**src/hdl/rational_arithmetic_unit_defines.svh**
```systemverilog
// assertion macros for the rational arithmetic unit
// used by the top level only, no dependencies
`ifndef RATIONAL_ARITHMETIC_UNIT_DEFINES_SVH
`define RATIONAL_ARITHMETIC_UNIT_DEFINES_SVH

// same-cycle implication
`define RAU_ASSERT_IMP(lbl, clk, rst_n, ante, cons, msg) \
    lbl: assert property (@(posedge clk) disable iff (!rst_n) (ante) |-> (cons)) \
        else $error(msg);

// next-cycle implication
`define RAU_ASSERT_NEXT(lbl, clk, rst_n, ante, cons, msg) \
    lbl: assert property (@(posedge clk) disable iff (!rst_n) (ante) |=> (cons)) \
        else $error(msg);

`endif

```
**src/hdl/rau_pkg.sv**
```systemverilog
// types, codes and helpers of the rational arithmetic unit
// no dependencies
package rau_pkg;

    localparam int MAG_W = 64;
    localparam int CNT_W = 7;

    typedef enum logic [2:0] {
        CMD_NORM, CMD_ADD, CMD_SUB, CMD_MUL, CMD_DIV, CMD_CMP, CMD_RECIP, CMD_REM
    } t_cmd;

    typedef enum logic [1:0] {ST_OK, ST_ZERO_DEN, ST_DIV_ZERO, ST_OVERFLOW} t_status;
    typedef enum logic [1:0] {ORD_LT, ORD_EQ, ORD_GT} t_order;

    typedef enum logic [3:0] {
        S_IDLE, S_MUL, S_SUM, S_CMP, S_REM, S_FIN, S_GCD, S_DIVN, S_DIVD, S_CHECK, S_DONE
    } t_state;

    typedef struct packed {
        logic [2:0]         command;
        logic signed [31:0] a_num;
        logic signed [31:0] a_den;
        logic signed [31:0] b_num;
        logic signed [31:0] b_den;
    } t_in_item;

    typedef struct packed {
        logic signed [31:0] res_num;
        logic [30:0]        res_den;
        logic [1:0]         order;
        logic [1:0]         status;
    } t_out_item;

    function automatic logic [31:0] mag32(input logic [31:0] v);
        return v[31] ? (32'd0 - v) : v;
    endfunction

endpackage

```
**src/hdl/rau_divider.sv**
```systemverilog
// restoring divider for 64-bit magnitudes, one quotient bit a cycle
// depends on rau_pkg
module rau_divider (
    input  logic                       i_clk,
    input  logic                       i_rst_n,
    input  logic                       i_start,
    input  logic [rau_pkg::MAG_W-1:0]  i_dividend,
    input  logic [rau_pkg::MAG_W-1:0]  i_divisor,
    output logic                       o_done,
    output logic [rau_pkg::MAG_W-1:0]  o_quotient,
    output logic [rau_pkg::MAG_W-1:0]  o_remainder
);
    import rau_pkg::*;

    logic [CNT_W-1:0] r_cnt;
    logic             r_done;
    logic [MAG_W-1:0] r_quo;
    logic [MAG_W-1:0] r_rem;
    logic [MAG_W-1:0] r_div;
    logic [MAG_W:0]   w_sh;
    logic [MAG_W:0]   w_diff;

    assign w_sh   = {r_rem, r_quo[MAG_W-1]};
    assign w_diff = w_sh - {1'b0, r_div};

    always_ff @(posedge i_clk) begin
        if (!i_rst_n) begin
            r_cnt  <= '0;
            r_done <= 1'b0;
        end else begin
            r_done <= !i_start && (r_cnt == CNT_W'(1));
            if (i_start) begin
                r_quo <= i_dividend;
                r_div <= i_divisor;
                r_rem <= '0;
                r_cnt <= CNT_W'(MAG_W);
            end else if (r_cnt != '0) begin
                r_cnt <= r_cnt - 1'b1;
                if (!w_diff[MAG_W]) begin
                    r_rem <= w_diff[MAG_W-1:0];
                    r_quo <= {r_quo[MAG_W-2:0], 1'b1};
                end else begin
                    r_rem <= w_sh[MAG_W-1:0];
                    r_quo <= {r_quo[MAG_W-2:0], 1'b0};
                end
            end
        end
    end

    assign o_done      = r_done;
    assign o_quotient  = r_quo;
    assign o_remainder = r_rem;
endmodule

```
**config.mk**
```make
export PLATFORM = sky130hd
export DESIGN_NAME = rau_divider
export DESIGN_NICKNAME = d
export VERILOG_FILES = /design/src/hdl/rational_arithmetic_unit_defines.svh /design/src/hdl/rau_pkg.sv /design/src/hdl/rau_divider.sv
export SDC_FILE = /design/constraint.sdc
export NUM_CORES = 1
export LEC_CHECK = 0
export BUFFER_PORTS_ARGS = -buffer_cell sky130_fd_sc_hd__buf_2
export CAP_MARGIN = 10
export CORE_ASPECT_RATIO = 1.2
export CORE_UTILIZATION = 56
export DETAILED_ROUTE_END_ITERATION = 12
export GPL_ROUTABILITY_DRIVEN = 0
export HOLD_SLACK_MARGIN = 0.08
export PLACE_DENSITY_LB_ADDON = 0.08
export SLEW_MARGIN = 20
export SYNTH_ARGS = -nofsm -noshare
export SYNTH_HDL_FRONTEND = slang
export SYNTH_SLANG_ARGS = --single-unit
```
**constraint.sdc**
```tcl
create_clock -name i_clk -period 5.3 [get_ports i_clk]
set_input_delay 0.53 -clock i_clk [delete_from_list [all_inputs] [get_ports i_clk]]
set_output_delay 0.53 -clock i_clk [all_outputs]
set_load 0.02 [all_outputs]
```
After elaboration in Yosys (flattened, before gate mapping)
Index checks and enable logic that the tools add are counted.
{"block": "word_totals", "inputBits": 131, "elab_cells": 24, "register_bits": 200, "output_inout_bits": 129}
{"block": "classes", "n_addsub": 2, "eq_ne": 1, "muxes": 7, "n_reduce_logical": 7, "n_bitwise": 1}
{"op": "2-to-1 mux 64 bit", "n": 4}
{"op": "subtractor 65 x 64 -> 65 bit", "n": 1}
{"op": "2-to-1 mux 7 bit", "n": 2}
{"op": "equality test 7 x 1 -> 1 bit, second input constant", "n": 1}
{"op": "nonzero test 7 bit", "n": 1}
{"op": "subtractor 7 x 1 -> 7 bit, second input constant", "n": 1}
{"op": "AND reduction 2 bit", "n": 2}
{"op": "nonzero test 2 bit", "n": 1}
{"op": "OR reduction 2 bit", "n": 1}
{"op": "logical AND 1 bit", "n": 1}
{"op": "zero test 1 bit", "n": 1}
{"op": "2-to-1 mux 1 bit", "n": 1}
{"op": "inverter 1 bit", "n": 1}

Depth between registers and ports, before layout
{"block": "depth", "ltp_word": 4, "ltp_mapped": 15, "ltp_nobuf": 13}

Worst setup path before layout
OpenSTA, ideal clock, no wires.
{"block": "synth_timing", "path_kind": "input to register", "startpoint": "in i_start", "endpoint": "reg r_quo[0] (netlist: o_quotient[0]) (enable)", "required_ns": 4.802, "setup_ns": 0.498, "path_buffers": 3, "setup_slack_ns": 0.560, "path_stages": 4, "t_arrival_ns": 4.242, "cell_sequence": "clkbuf_1 > clkbuf_1 > buf_1 > o21a_1"}
{"block": "synth_between", "elab_chain_len": 2}
{"element": "from (decl)", "line_no": "rau_divider.sv:6", "rtl": "input logic i_start,"}
{"element": "nonzero test 2 bit (no source line)"}
{"element": "AND reduction 2 bit (no source line)"}
{"element": "to (signal assigned)", "line_no": "rau_divider.sv:33", "rtl": "r_quo <= i_dividend;"}
{"element": "to (signal assigned)", "line_no": "rau_divider.sv:41", "rtl": "r_quo <= {r_quo[MAG_W-2:0], 1'b1};"}
{"element": "to (signal assigned)", "line_no": "rau_divider.sv:44", "rtl": "r_quo <= {r_quo[MAG_W-2:0], 1'b0};"}
{"element": "to (decl)", "line_no": "rau_divider.sv:17", "rtl": "logic [MAG_W-1:0] r_quo;"}
Every way passes these cells.
A chain may end at the register's enable or synchronous reset.

Worst setup path in the final report
{"block": "layout_timing", "startpoint": "reg r_quo[63] (netlist: o_quotient[63])", "endpoint": "reg r_rem[35] (netlist: o_remainder[35]) (data pin)"}
{"block": "layout_between", "elab_chain_len": 3}
{"element": "subtractor 65 x 64 -> 65 bit", "line_no": "rau_divider.sv:24", "rtl": "assign w_diff = w_sh - {1'b0, r_div};"}
{"element": "2-to-1 mux 64 bit", "line_no": "rau_divider.sv:39", "rtl": "if (!w_diff[MAG_W]) begin"}
{"element": "2-to-1 mux 64 bit", "line_no": "rau_divider.sv:37", "rtl": "end else if (r_cnt != '0) begin"}
{"element": "to (signal assigned)", "line_no": "rau_divider.sv:40", "rtl": "r_rem <= w_diff[MAG_W-1:0];"}
{"element": "to (signal assigned)", "line_no": "rau_divider.sv:43", "rtl": "r_rem <= w_sh[MAG_W-1:0];"}
{"element": "to (decl)", "line_no": "rau_divider.sv:18", "rtl": "logic [MAG_W-1:0] r_rem;"}
Every way passes these cells. The select of a mux whose other input is x is not followed.

==> flow_summary.ini <==
[run_status]
status = finished clean

[floorplanning]
die_area_mm2 = 0.02249
die_w_um = 137.1
die_h_um = 164.1
start_util = 0.5786
core_area_mm2 = 0.02119
io_pins = 260
rows = 58

[sta]
setup_viol = 0
finalCritPeriodShare = 0.8309
fin_skew_ns = 0.01533
hold_viol = 0
setup_tns_ns = 0
rsz0062_at_grt = false
fmax_ghz = 0.2271
slew_headroom = 0.3276
tightest_slew_ns = 1.009
min_period_ns = 4.404
slew_viol_final = 0

[logic_synthesis]
synth_edf_count = 192
synth_top_family_by_area = compound AO/OA/AOI/OAI gates
synth_top_area_cell = edfxtp_1
ys_ff_latch = 200
synth_nets = 1344
synth_mux_area_frac = 0.05868
syn_inst = 1146
synth-main-ff-cell = edfxtp_1
async_reset_ff_frac = 0
synthAdderAreaFrac = 0.06899
avgSynthCellArea_um2 = 10.70
synth_top_area_share = 0.4703
synthXorXnorAreaFrac = 0.04500
yosysWarnings = 0
yosysSeqAreaShare = 0.4833
synth_compound_gate_area_share = 0.1722
yosys.area_share.simple = 0.1203
synth.distinct_cells = 70
synth_area_leaders = edfxtp_1 47%, ha_1 6.7%, mux2_2 5.8%
syn_area_mm2 = 0.01226

[clock_tree]
clkSlewWorstSetupHoldPaths_ns = 0.09
h-tree-depth = 4
clockBufferDepth = 2
clk_latency_ns = 0.45
cts_tree = yes
cts_root_buf = clkbuf_16
cts.sinks = 200
numCtsBuffers = 17
post_cts_buffers = 0
ctsHoldBuffers = 0
cts_resized = 0

[finish]
syn2layout_area_growth_pct = 16.61
fillCellCount = 1717
drive_gt1_frac = 0.2779
antenna_cells = 0
finalNonFillerCells = 1641
nets = 1556

[flow_run]
drv_cap = 0

[detailed_routing]
num_vias = 9874
ant_nets = 0
drt-initial-drc-count = 713
first_pass_iters = 5
route.detailed.drc = 0
post_drt_wl_per_cell_um = 19.04
viasPerCell = 6.017
wl_um = 31240

[placed_design]
dp_cells = 1609
dp_hpwl_um = 22610
io_buffers = 259

[grt]
overflow = 0
grt_max_degree = 92
grt_first_pass_wirelength_um = 48710
grt_pass1_vias = 9559
grt.total_usage = 0.2790
grt_antenna_before_repair = 1

[worst_setup_path]
crit_path_end_kind = flop
path_cells = inv_1 > ha_1 > fa_1 > nand2b_1 > a21oi_1 > o211ai_1 > o21ai_0 > a21boi_2 > a2111oi_4 > o21ai_2 > and4_4 > or2_2 > buf_12 > o41ai_2
cp_data_arrival_time_ns = 4.66
critical-path-top-delay-family = compound AO/OA/AOI/OAI gates
slowest_delay_ns = 0.55
worstSetupPathType = reg -> reg
worstPathRequired_ns = 5.56
cp_max_fo = 33
crit_slowest_cell = or2_2
startpoint_type = flop
worst-path-buf-inv = 2

[power_and_ir_drop]
max-vdd-ir-drop_mv = 0.2566
p_per_area_mw_per_mm2 = 513.2
cellLeakagePower_nw = 5.884

[min_path]
worst_hold_path_type = in -> reg
-- cells by family after synthesis --
kind of cell / Yosys count
AOI/OAI and AO/OA: 310
and+or+nand+nor: 286
DFF: 200
buffers and inverters: 156
adders and majority gates: 67
muxes: 64
xor gates and xnor gates: 63
-- cell type report --
cell class	instances	area, um^2	share of cell area
multi-input combinational	790	5728	0.4006
timing repair buffer	266	1368	0.09565
clock buffer	17	425.4	0.02975
clock inverter	15	200.2	0.01400
inverter	83	312.8	0.02188
tap	270	337.8	0.02363
sequential	200	5926	0.4145
-- worst reg2reg max path, cell delays in order, from the launching register on --
cell,delay (ns)
edfxtp_1,0.37
inv_1,0.08
ha_1,0.23
fa_1,0.40
nand2b_1,0.17
a21oi_1,0.27
o211ai_1,0.17
o21ai_0,0.38
a21boi_2,0.18
a2111oi_4,0.45
o21ai_2,0.12
and4_4,0.21
or2_2,0.55
buf_12,0.30
o41ai_2,0.33
-- flip-flops by register name, summed over array words and instances, names as in the netlist --
name / cells
r_cnt: 7
o_quotient: 64
r_div: 64
o_remainder: 64
o_done: 1
-- metal layers --
metal / up-vias / routed length (um) / track usage
li1: 4750 / - / -
met1: 4697 / 13180 / 0.3500
met2: 384 / 15050 / 0.4646
met3: 41 / 2438 / 0.07932
met4: 2 / 555 / 0.08242
met5: - / 13 / 0
-- where the power goes --
group | total (mW) | leakage (nW) | switching (mW) | internal [mW]
clock | 1.39 | 0.305 | 0.727 | 0.660
sequential | 2.42 | 1.92 | 0.230 | 2.19
combinational | 3.53 | 3.65 | 2.20 | 1.33
total | 7.34 | 5.88 | 3.16 | 4.18
-- path summary, 6_finish.rpt --
check | endpoint | from | depth (start not counted) | slack, ns
setup / recovery | o_remainder[35] | o_quotient[63] | 14 | 0.90
hold / removal | r_div[6] | i_divisor[6] | 1 | 0.25
setup reg to reg | o_remainder[35] | o_quotient[63] | 14 | 0.90
hold reg to reg | r_cnt[6] | r_cnt[6] | 2 | 0.49
-- stage by stage --
step	cell area, um^2	total power, mW	utilization	setup WS, ns	hold WS, ns
after floorplan	12260	5.040	-	0.5605	0.4577
after global placement	13670	5.881	0.6449	1.085	0.4703
after detailed placement	13670	5.942	0.6449	0.9123	0.4867
after CTS	14290	7.335	0.6744	0.8864	0.2373
after global routing	14300	7.767	0.6747	0.5432	0.2316
final	14300	7.338	0.6747	0.8963	0.2485
-- Yosys cell counts, drive strengths merged (4+ instances only) --
cell type,n
a21oi,87
xnor2,41
xor2,22
a21boi,8
o31ai,8
and4,8
a2111oi,4
ha,66
nand2b,10
and2,6
nor2b,12
o21ai,60
or2,4
a31oi,9
inv,83
nor2,58
o21bai,6
o21a,8
nand3,8
a211oi,6
and3,4
a31o,52
buf,21
nand4,26
dfxtp,8
o211ai,14
nor3,15
or3,4
clkbuf,52
a21o,24
mux2,63
nor4,51
edfxtp,192
nand2,72
-- cell usage in the layout, fill, tap and decap left out, types with 51 or more instances in the layout --
| cell type | instances |
|---|---|
| a21oi_1 | 87 |
| a31o_1 | 52 |
| buf_2 | 258 |
| edfxtp_1 | 192 |
| ha_1 | 66 |
| inv_1 | 82 |
| mux2_2 | 63 |
| nand2_1 | 72 |
| nor2_1 | 58 |
| nor4_1 | 51 |
| o21ai_0 | 56 |
(Power assumes the default switching activity.)
