**config.mk**
```make
export PLATFORM = sky130hd
export DESIGN_NAME = rau_gcd
export DESIGN_NICKNAME = d
export VERILOG_FILES = /design/src/hdl/rational_arithmetic_unit_defines.svh /design/src/hdl/rau_pkg.sv /design/src/hdl/rau_gcd.sv
export SDC_FILE = /design/constraint.sdc
export NUM_CORES = 1
export LEC_CHECK = 0
export ABC_CLOCK_PERIOD_IN_PS = 8400
export CAP_MARGIN = 20
export CORE_ASPECT_RATIO = 1.4
export CORE_MARGIN = 5
export CORE_UTILIZATION = 62
export DETAILED_ROUTE_END_ITERATION = 8
export DONT_BUFFER_PORTS = 1
export PLACE_DENSITY = 0.81
export RECOVER_POWER = 25
export REMOVE_ABC_BUFFERS = 1
export SYNTH_ARGS = -nofsm -noshare
export SYNTH_HDL_FRONTEND = slang
export SYNTH_SLANG_ARGS = --single-unit
```
**constraint.sdc**
```tcl
create_clock -name i_clk -period 8.4 [get_ports i_clk]
set_input_delay 0.84 -clock i_clk [delete_from_list [all_inputs] [get_ports i_clk]]
set_output_delay 0.84 -clock i_clk [all_outputs]
set_load 0.005 [all_outputs]
```
**src/hdl/rational_arithmetic_unit_defines.svh**
```systemverilog
// assertion macros for the rational arithmetic unit
// used by the top level only, no dependencies
`ifndef RATIONAL_ARITHMETIC_UNIT_DEFINES_SVH
`define RATIONAL_ARITHMETIC_UNIT_DEFINES_SVH

// same-cycle implication
`define RAU_ASSERT_IMP(lbl, clk, rst_n, ante, cons, msg) \
    lbl: assert property (@(posedge clk) disable iff (!rst_n) (ante) |-> (cons)) \
        else $error(msg);

// next-cycle implication
`define RAU_ASSERT_NEXT(lbl, clk, rst_n, ante, cons, msg) \
    lbl: assert property (@(posedge clk) disable iff (!rst_n) (ante) |=> (cons)) \
        else $error(msg);

`endif

```
**src/hdl/rau_pkg.sv**
```systemverilog
// types, codes and helpers of the rational arithmetic unit
// no dependencies
package rau_pkg;

    localparam int MAG_W = 64;
    localparam int CNT_W = 7;

    typedef enum logic [2:0] {
        CMD_NORM, CMD_ADD, CMD_SUB, CMD_MUL, CMD_DIV, CMD_CMP, CMD_RECIP, CMD_REM
    } t_cmd;

    typedef enum logic [1:0] {ST_OK, ST_ZERO_DEN, ST_DIV_ZERO, ST_OVERFLOW} t_status;
    typedef enum logic [1:0] {ORD_LT, ORD_EQ, ORD_GT} t_order;

    typedef enum logic [3:0] {
        S_IDLE, S_MUL, S_SUM, S_CMP, S_REM, S_FIN, S_GCD, S_DIVN, S_DIVD, S_CHECK, S_DONE
    } t_state;

    typedef struct packed {
        logic [2:0]         command;
        logic signed [31:0] a_num;
        logic signed [31:0] a_den;
        logic signed [31:0] b_num;
        logic signed [31:0] b_den;
    } t_in_item;

    typedef struct packed {
        logic signed [31:0] res_num;
        logic [30:0]        res_den;
        logic [1:0]         order;
        logic [1:0]         status;
    } t_out_item;

    function automatic logic [31:0] mag32(input logic [31:0] v);
        return v[31] ? (32'd0 - v) : v;
    endfunction

endpackage

```
**src/hdl/rau_gcd.sv**
```systemverilog
// binary gcd of two nonzero 64-bit magnitudes, one step a cycle
// depends on rau_pkg
module rau_gcd (
    input  logic                       i_clk,
    input  logic                       i_rst_n,
    input  logic                       i_start,
    input  logic [rau_pkg::MAG_W-1:0]  i_a,
    input  logic [rau_pkg::MAG_W-1:0]  i_b,
    output logic                       o_done,
    output logic [rau_pkg::MAG_W-1:0]  o_gcd
);
    import rau_pkg::*;

    logic             r_busy;
    logic             r_done;
    logic [MAG_W-1:0] r_u;
    logic [MAG_W-1:0] r_v;
    logic [MAG_W-1:0] r_g;
    logic [5:0]       r_k;

    always_ff @(posedge i_clk) begin
        if (!i_rst_n) begin
            r_busy <= 1'b0;
            r_done <= 1'b0;
        end else begin
            r_done <= r_busy && !i_start && (r_u == r_v);
            if (i_start) begin
                r_u    <= i_a;
                r_v    <= i_b;
                r_k    <= '0;
                r_busy <= 1'b1;
            end else if (r_busy) begin
                if (r_u == r_v) begin
                    r_g    <= r_u << r_k;
                    r_busy <= 1'b0;
                end else if (!r_u[0] && !r_v[0]) begin
                    r_u <= r_u >> 1;
                    r_v <= r_v >> 1;
                    r_k <= r_k + 6'd1;
                end else if (!r_u[0]) begin
                    r_u <= r_u >> 1;
                end else if (!r_v[0]) begin
                    r_v <= r_v >> 1;
                end else if (r_u > r_v) begin
                    r_u <= r_u - r_v;
                end else begin
                    r_v <= r_v - r_u;
                end
            end
        end
    end

    assign o_done = r_done;
    assign o_gcd  = r_g;
endmodule

```
# Word level (Yosys, flattened, before mapping)
# Cells that the tools add are included.
# classes
eq_ne,5
add_sub_neg,3
n_reduce_logical,15
order_cmp,1
bitwise_logic,1
shift,1
n_mux,20
# op_table
op,n
64-bit 2-to-1 mux,14
64-bit subtractor,2
64-bit == test,1
64-bit > comparator,1
64-bit by 6-bit << shifter with 64-bit output,1
6-bit 2-to-1 mux,3
4-bit AND reduction,3
5-bit AND reduction,2
4-bit by 2-bit inequality test with 1-bit output (second input constant),2
6-bit by 1-bit adder with 6-bit output (second input constant),1
4-bit inequality test (second input constant),1
2-bit nonzero test,2
1-bit logical AND,3
1-bit zero test,3
1-bit 2-to-1 mux,3
3-bit AND reduction,1
3-bit nonzero test,1
2-bit inequality test (second input constant),1
1-bit NOT,1
# totals
input_bits,131
register_bits,200
wordCells,54
output_inout_bits,65

# Longest topological paths before layout
# Gate-level depths: netlist of the first run.
# logic_depth
word_depth,8
ltp_mapped,16
ltp_nobuf,15

# Worst setup path after synthesis of the first run
# OpenSTA, ideal clock, no wires.
# synth_path
kind,register -> register
startpoint,register r_u[53]
endpoint,register r_g[0] (netlist: o_gcd[0]) (enable)
stages_incl_launch_ff,10
slack_ns,1.461
setup_time_ns,0.565
arrival_time_ns,6.374
period_less_slack_ns,6.939
path_buffers,1
required_time_ns,7.835
cell_sequence,edfxtp_1 > inv_1 > ha_1 > buf_4 > nand4_1 > or4_4 > nor2_2 > and2_2 > nand4_1 > nor3_1
# synth_via
elab_chain_cells,2
# synth_rtl
item,line_no,source
start: declaration,rau_gcd.sv:16,logic [MAG_W-1:0] r_u;
start signal: assignment,rau_gcd.sv:28,r_u <= i_a;
start signal: assignment,rau_gcd.sv:37,r_u <= r_u >> 1;
start signal: assignment,rau_gcd.sv:41,r_u <= r_u >> 1;
64-bit == test,rau_gcd.sv:33,if (r_u == r_v) begin
4-bit AND reduction (no line),n/a,
end signal: assignment,rau_gcd.sv:34,r_g <= r_u << r_k;
end: declaration,rau_gcd.sv:18,logic [MAG_W-1:0] r_g;
# Every way passes these cells.
# A chain may end at the register's enable or synchronous reset.

# Final worst setup path of the first run
# layout_path
startpoint,register r_k[1]
endpoint,"register r_g[62] (netlist: o_gcd[62]), data pin"
# layout_via
elab_chain_cells,1
# layout_rtl
item,line_no,source
start: declaration,rau_gcd.sv:19,logic [5:0] r_k;
start signal: assignment,rau_gcd.sv:39,r_k <= r_k + 6'd1;
64-bit by 6-bit << shifter with 64-bit output,rau_gcd.sv:34,
# Every way passes these cells.

==> metrics.yaml, run 1 <==
power_and_ir_drop:
  p_int_mw: 2.16
  powerDensity_mw_per_mm2: 175
  seq_power_share: 0.345
  p_clk_frac: 0.261
  comb_power_share: 0.394
  ir_drop_mv: 0.122
  sw_frac_of_total: 0.405
  leakagePower_nw: 8.47
  p_sw_mw: 1.47
critical_path:
  reg2reg_slack_ps: 2860
  worstPathMaxFanout: 75
  crit_top_cell: "nor2_1"
  critPathBufInv: 1
  slowest_delay_ps: 2810
  crit_path_start_kind: "register"
  cp.depth: 7
  crit_path_end_kind: "register"
  crit_slowest_cell: "clkbuf_1"
  reg2reg_depth: 7
  crit_family: "buffers and inverters"
  arrival_ps: 5750
  crit_type: "register to register"
  path_cells: "clkbuf_1, o22ai_1, mux2i_1, mux2_1, nor2_1, nor2_1, a21oi_1"
  required_ps: 8610
die:
  start_util: 0.624
  ios: 196
  die-area_mm2: 0.0363
  std_cell_rows: 78
  dieWidth_um: 162
  fp.coreArea_mm2: 0.0323
  die-height_um: 223
place:
  port-buffer-count: 0
  dp_cells: 2724
  place_hpwl_um: 51700
  gp_congestion: 1.01
clock_network:
  clkSinkCount: 200
  cts_resized: 0
  cts_buffer_depth: 2
  numCtsBuffers: 17
  clk_pin_slew_ps: 90
  cts_setup_buffers: 0
  ctsHoldBuffers: 0
  tritoncts: "yes"
  htree_levels: 4
  root_buffer: "clkbuf_16"
  clk_latency_ps: 500
global_route:
  grt_usage: 0.363
  grt_start_max_net_pins: 250
  grt_pass1_vias: 17842
  antenna_found_initial: 3
  grt_pass1_wl_um: 103000
  globalRouteOverflowTotal: 0
final_layout:
  drive_gt1_frac: 0.0665
  num-fill-cells: 2869
  layout.nets: 2567
  seqCellArea_mm2: 0.00599
  multi_input_area_mm2: 0.0126
  area_growth_pct: 3.20
  stdcell_count: 2760
timing:
  setup_viol: 0
  fmax_mhz: 181
  rsz0062_at_grt: "false"
  tns_ps: 0
  hold_viol_final: 0
  worstMarginPinSlew_ps: 4030
  relSlewSlack: -1.69
  whs_ps: 508
  slew_viol_final: 192
  fin_worst_skew_ps: 19.1
  period_minus_slack_ps: 5540
  post-route-period-util: 0.659
synth:
  synth_edf_count: 198
  synth_ff_type: "edfxtp_1"
  syn_inst: 2440
  ys_async_sr_fraction: 0
  synth-seq-area-share: 0.297
  synth_most_common_cell: "nand2_1"
  yosysTopAreaCellShare: 0.295
  netlist.top_cell.by_area: "edfxtp_1"
  synth_common_cells: "323 x nand2_1, 273 x a21oi_1, 217 x inv_1"
  synth_area_mm2: 0.0202
  yosys_register_bits: 200
  yosys_warnings: 0
  synth.area.top_cells: "edfxtp_1 29%, ha_1 8.1%, a21oi_1 6.8%"
  ys_types: 82
  avgSynthCellArea_um2: 8.26
status:
  violations: "max-capacitance violations, max-slew violations"
  status: "finished with violations"
routing:
  viasPerCell: 6.74
  wl_per_cell_um: 24.5
  drc: 0
  drt.antenna.violating_nets: 0
  drtPass1Iterations: 6
  routed_wl_um: 67500
  drt-initial-drc-count: 1950
  num_vias: 18590
worst_hold_path:
  hold_path.class: "register to register"
  hold_depth: 2
flow_run:
  drv_cap: 4
==> state kept, by name, indices dropped and copies added (netlist names) <==
name,cells
r_busy,1
r_k,6
o_gcd,64
r_u,64
r_v,64
o_done,1
==> path summary, 6_finish.rpt <==
kind | start | endpoint
worst max-delay path | r_k[1] | o_gcd[62]
worst min-delay path | r_busy | o_done
worst max register to register | r_k[1] | o_gcd[62]
worst min register to register | r_busy | o_done
==> metal layers <==
layer,track usage,up-vias,wire (um)
li1,-,8545,-
met4,0.204,0,4240
met1,0.435,8823,25000
met2,0.623,991,33400
met3,0.0527,231,4950
met5,0,-,0
==> power by group through the flow <==
stage | registers (mW) | clock network [mW] | logic, mW
floorplan | 1.26 | 0 | 0.993
global placement | 1.27 | 0 | 1.37
detailed placement | 1.27 | 0 | 1.38
CTS | 1.25 | 0.947 | 1.39
global route | 1.26 | 0.992 | 1.54
finish | 1.26 | 0.947 | 1.43
==> cell families after synthesis <==
kind of cell | Yosys count | share of synthesized area
AO/OA/AOI/OAI | 805 | 0.259
XOR/XNOR | 125 | 0.0543
adder cells (fa/ha/maj) | 132 | 0.0827
buffers and inverters | 394 | 0.0797
flip-flops | 200 | 0.297
multiplexers | 99 | 0.0796
AND/OR/NAND/NOR | 685 | 0.147
==> placed cells by master (no fill, tap or decap), drive strengths merged, types with 34 or more instances in the layout <==
master,count
xor2,36
ha,130
o221ai,34
a21oi,274
o21bai,38
edfxtp,198
xnor2,89
inv,227
a21o,54
a221oi,57
mux4,49
nor2,199
o21ai,171
nand4,36
mux2i,49
nand2,325
==> metrics by stage <==
step | util | area (um2) | setup slack, ps | power (mW)
3_3_place_gp | 0.622 | 20100 | 3280 | 2.64
2_1_floorplan | - | 19400 | 1330 | 2.25
3_5_place_dp | 0.623 | 20100 | 3030 | 2.66
6_report | 0.644 | 20800 | 2860 | 3.63
4_1_cts | 0.644 | 20800 | 3010 | 3.59
5_1_grt | 0.644 | 20800 | 2570 | 3.79
==> worst min-delay path, stage by stage (launching register included) <==
cell     delay (ps)
dfxtp_1         320
nand2_1          90
nor3_1           60
==> layout make-up <==
type,instances,area share
Clock inverter,15,0.0115
Antenna cell,3,0.000361
Timing Repair Buffer,20,0.00806
Inverter,219,0.0395
Sequential cell,200,0.288
Multi-Input combinational cell,1846,0.606
Clock buffer,17,0.0205
Tap cell,440,0.0265
(Power assumes the default switching activity.)
==> run 2, diff against run 1 <==
--- a/config.mk
+++ b/config.mk
@@ -5,14 +5,14 @@
 export SDC_FILE = /design/constraint.sdc
 export NUM_CORES = 1
 export LEC_CHECK = 0
-export ABC_CLOCK_PERIOD_IN_PS = 8400
+export ABC_CLOCK_PERIOD_IN_PS = 4800
 export CAP_MARGIN = 20
 export CORE_ASPECT_RATIO = 1.4
 export CORE_MARGIN = 5
-export CORE_UTILIZATION = 62
+export CORE_UTILIZATION = 60
 export DETAILED_ROUTE_END_ITERATION = 8
 export DONT_BUFFER_PORTS = 1
-export PLACE_DENSITY = 0.81
+export PLACE_DENSITY = 0.82
 export RECOVER_POWER = 25
 export REMOVE_ABC_BUFFERS = 1
 export SYNTH_ARGS = -nofsm -noshare
==> constraint.sdc (replaced) <==
create_clock -name i_clk -period 4.8 [get_ports i_clk]
set_input_delay 0.48 -clock i_clk [delete_from_list [all_inputs] [get_ports i_clk]]
set_output_delay 0.48 -clock i_clk [all_outputs]
set_load 0.005 [all_outputs]
==> run 2 against run 1 <==
- die area up 3.2%
- total power up 77%
- fmax up 27%
- the run still ends with max-capacitance violations, max-slew violations left
- flip-flop and latch count stayed put
- combinational power grew 80%
- cell count is 1.4% higher
- register-to-register slack got worse by 2400 ps
- largest power group unchanged
==> metrics.yaml, run 2 (same netlist as run 1, synthesis figures left out) <==
timing:
  setup_viol: 0
  slew_viol_final: 50
  worstMarginPinSlew_ps: 2460
  hold_viol_final: 0
  fin_worst_skew_ps: 26.3
  relSlewSlack: -0.642
  period_minus_slack_ps: 4350
  fmax_mhz: 230
  post-route-period-util: 0.907
  setup_slack_ps: 446
  rsz0062_at_grt: "false"
global_route:
  grt_pass1_wl_um: 107000
  grt_usage: 0.375
  grt_pass1_vias: 18636
  globalRouteOverflowTotal: 0
  antenna_found_initial: 2
  grt_start_max_net_pins: 250
clock_network:
  cts_setup_buffers: 0
  numCtsBuffers: 17
  root_buffer: "clkbuf_16"
  cts_resized: 0
  clkSinkCount: 200
  ctsHoldBuffers: 0
  tritoncts: "yes"
  clk_pin_slew_ps: 100
  cts_buffer_depth: 2
  clk_latency_ps: 500
  htree_levels: 4
power_and_ir_drop:
  leakagePower_nw: 8.65
  powerDensity_mw_per_mm2: 305
  ir_drop_mv: 0.248
final_layout:
  fin_area_mm2: 0.0211
  layout.nets: 2602
  area_growth_pct: 4.71
  num-fill-cells: 2958
  final_cell_mix: "323 x nand2_1, 272 x a21oi_1, 216 x inv_1"
  final_common_cell: "nand2_1"
  drive_gt1_frac: 0.0816
critical_path:
  worstReg2RegStart: "r_u[29]"
  worstPathMaxFanout: 34
  required_ps: 4930
  reg2reg_slack_ps: 450
  arrival_ps: 4480
  slowest_delay_ps: 710
  reg2reg_depth: 11
  crit_slowest_cell: "o21ai_0"
  crit_top_cell: "buf_4"
  crit_path_start_kind: "register"
  path_cells: "inv_1, ha_1, a21oi_1, o21ai_0, nor2b_1, a2bb2oi_1, a22o_1, buf_4, o21bai_1, a31oi_4, buf_4"
  crit_type: "register to register"
  rr_endpoint: "r_u[31]"
  crit_path_end_kind: "register"
routing:
  drt.antenna.violating_nets: 0
  num_vias: 18901
  viasPerCell: 6.75
  drtPass1Iterations: 7
  drt-initial-drc-count: 2277
  wl_per_cell_um: 25.3
  drc: 0
  routed_wl_um: 70800
place:
  port-buffer-count: 0
  place_hpwl_um: 55200
  gp_congestion: 0.979
  placed_area_mm2: 0.0204
  place_ws_ps: 318
worst_hold_path:
  min_from: "i_rst_n"
  hold_path.class: "input port to register"
  worstHoldEndpoint: "o_done"
  hold_depth: 2
status:
  violations: "max-capacitance violations, max-slew violations"
  status: "finished with violations"
die:
  ios: 196
  fp.coreArea_mm2: 0.0332
  die-height_um: 227
  dieWidth_um: 165
  die-area_mm2: 0.0374
  std_cell_rows: 79
  start_util: 0.607
flow_run:
  drv_cap: 1
run 2: cell types whose count changed in the layout (fill, tap and decap cells not counted), moves of 2 or more:
| cell | before | now |
|---|---|---|
| inv_12 | 2 | 5 |
| buf_12 | 1 | 5 |
| inv_8 | 5 | 0 |
| and2_0 | 0 | 3 |
| buf_4 | 14 | 48 |
| and2_1 | 8 | 5 |
| clkbuf_1 | 4 | 1 |
| inv_16 | 0 | 3 |
| bufinv_16 | 2 | 0 |
run 2: per-stage QoR:
| stage | total power [mW] | cells | util | hold WS, ps | setup TNS [ps] |
|---|---|---|---|---|---|
| 6_report | 6.44 | 2799 | 0.636 | 165 | 0 |
| 5_1_grt | 6.69 | 2799 | 0.636 | 157 | 0 |
| 4_1_cts | 6.37 | 2796 | 0.635 | 117 | 0 |
| 3_5_place_dp | 4.72 | 2764 | 0.615 | 488 | 0 |
| 3_3_place_gp | 4.70 | 2764 | 0.615 | 470 | 0 |
| 2_1_floorplan | 3.95 | 2265 | - | 434 | -330130 |
run 2: layer usage:
layer	GRT usage	routed length, um
met4	0.227	4860
met2	0.651	35300
met1	0.431	25700
met3	0.0584	4970
met5	0	0
run 2: how the worst max path moves through the flow:
stage	from	end	slack (ps)	cells past startpoint
after global placement	r_u[0]	r_v[54]	520	14
after global routing	r_k[1]	o_gcd[62]	210	8
after floorplan	r_u[59]	o_gcd[0]	-2270	8
after CTS	r_u[0]	r_v[52]	300	14
after detailed placement	r_u[0]	r_v[56]	320	14
final	r_u[29]	r_u[31]	450	11
run 2: worst max-delay path, delay by kind of cell (launching register included):
| kind | cells | cell delay [ps] |
|---|---|---|
| AND/OR/NAND/NOR | 1 | 110 |
| adder cells (fa/ha/maj) | 1 | 550 |
| buffers and inverters | 3 | 810 |
| flip-flops | 1 | 610 |
| AO/OA/AOI/OAI | 6 | 1910 |
run 2: power breakdown:
group          internal (mW)  switching, mW
clock                  0.753          0.922
sequential              2.06          0.138
combinational          0.934           1.63
total                   3.74           2.69
run 2: area by class of cell:
cell class / instances / area (um2) / area share
multi-input cells: 1846 / 12600 / 0.597
flip-flops and latches: 200 / 5990 / 0.284
diodes: 2 / 5.00 / 0.000237
clock buffers: 17 / 425 / 0.0202
inverters: 219 / 822 / 0.0389
well taps: 445 / 557 / 0.0264
repair buffers: 55 / 468 / 0.0222
clock inverters: 15 / 240 / 0.0114
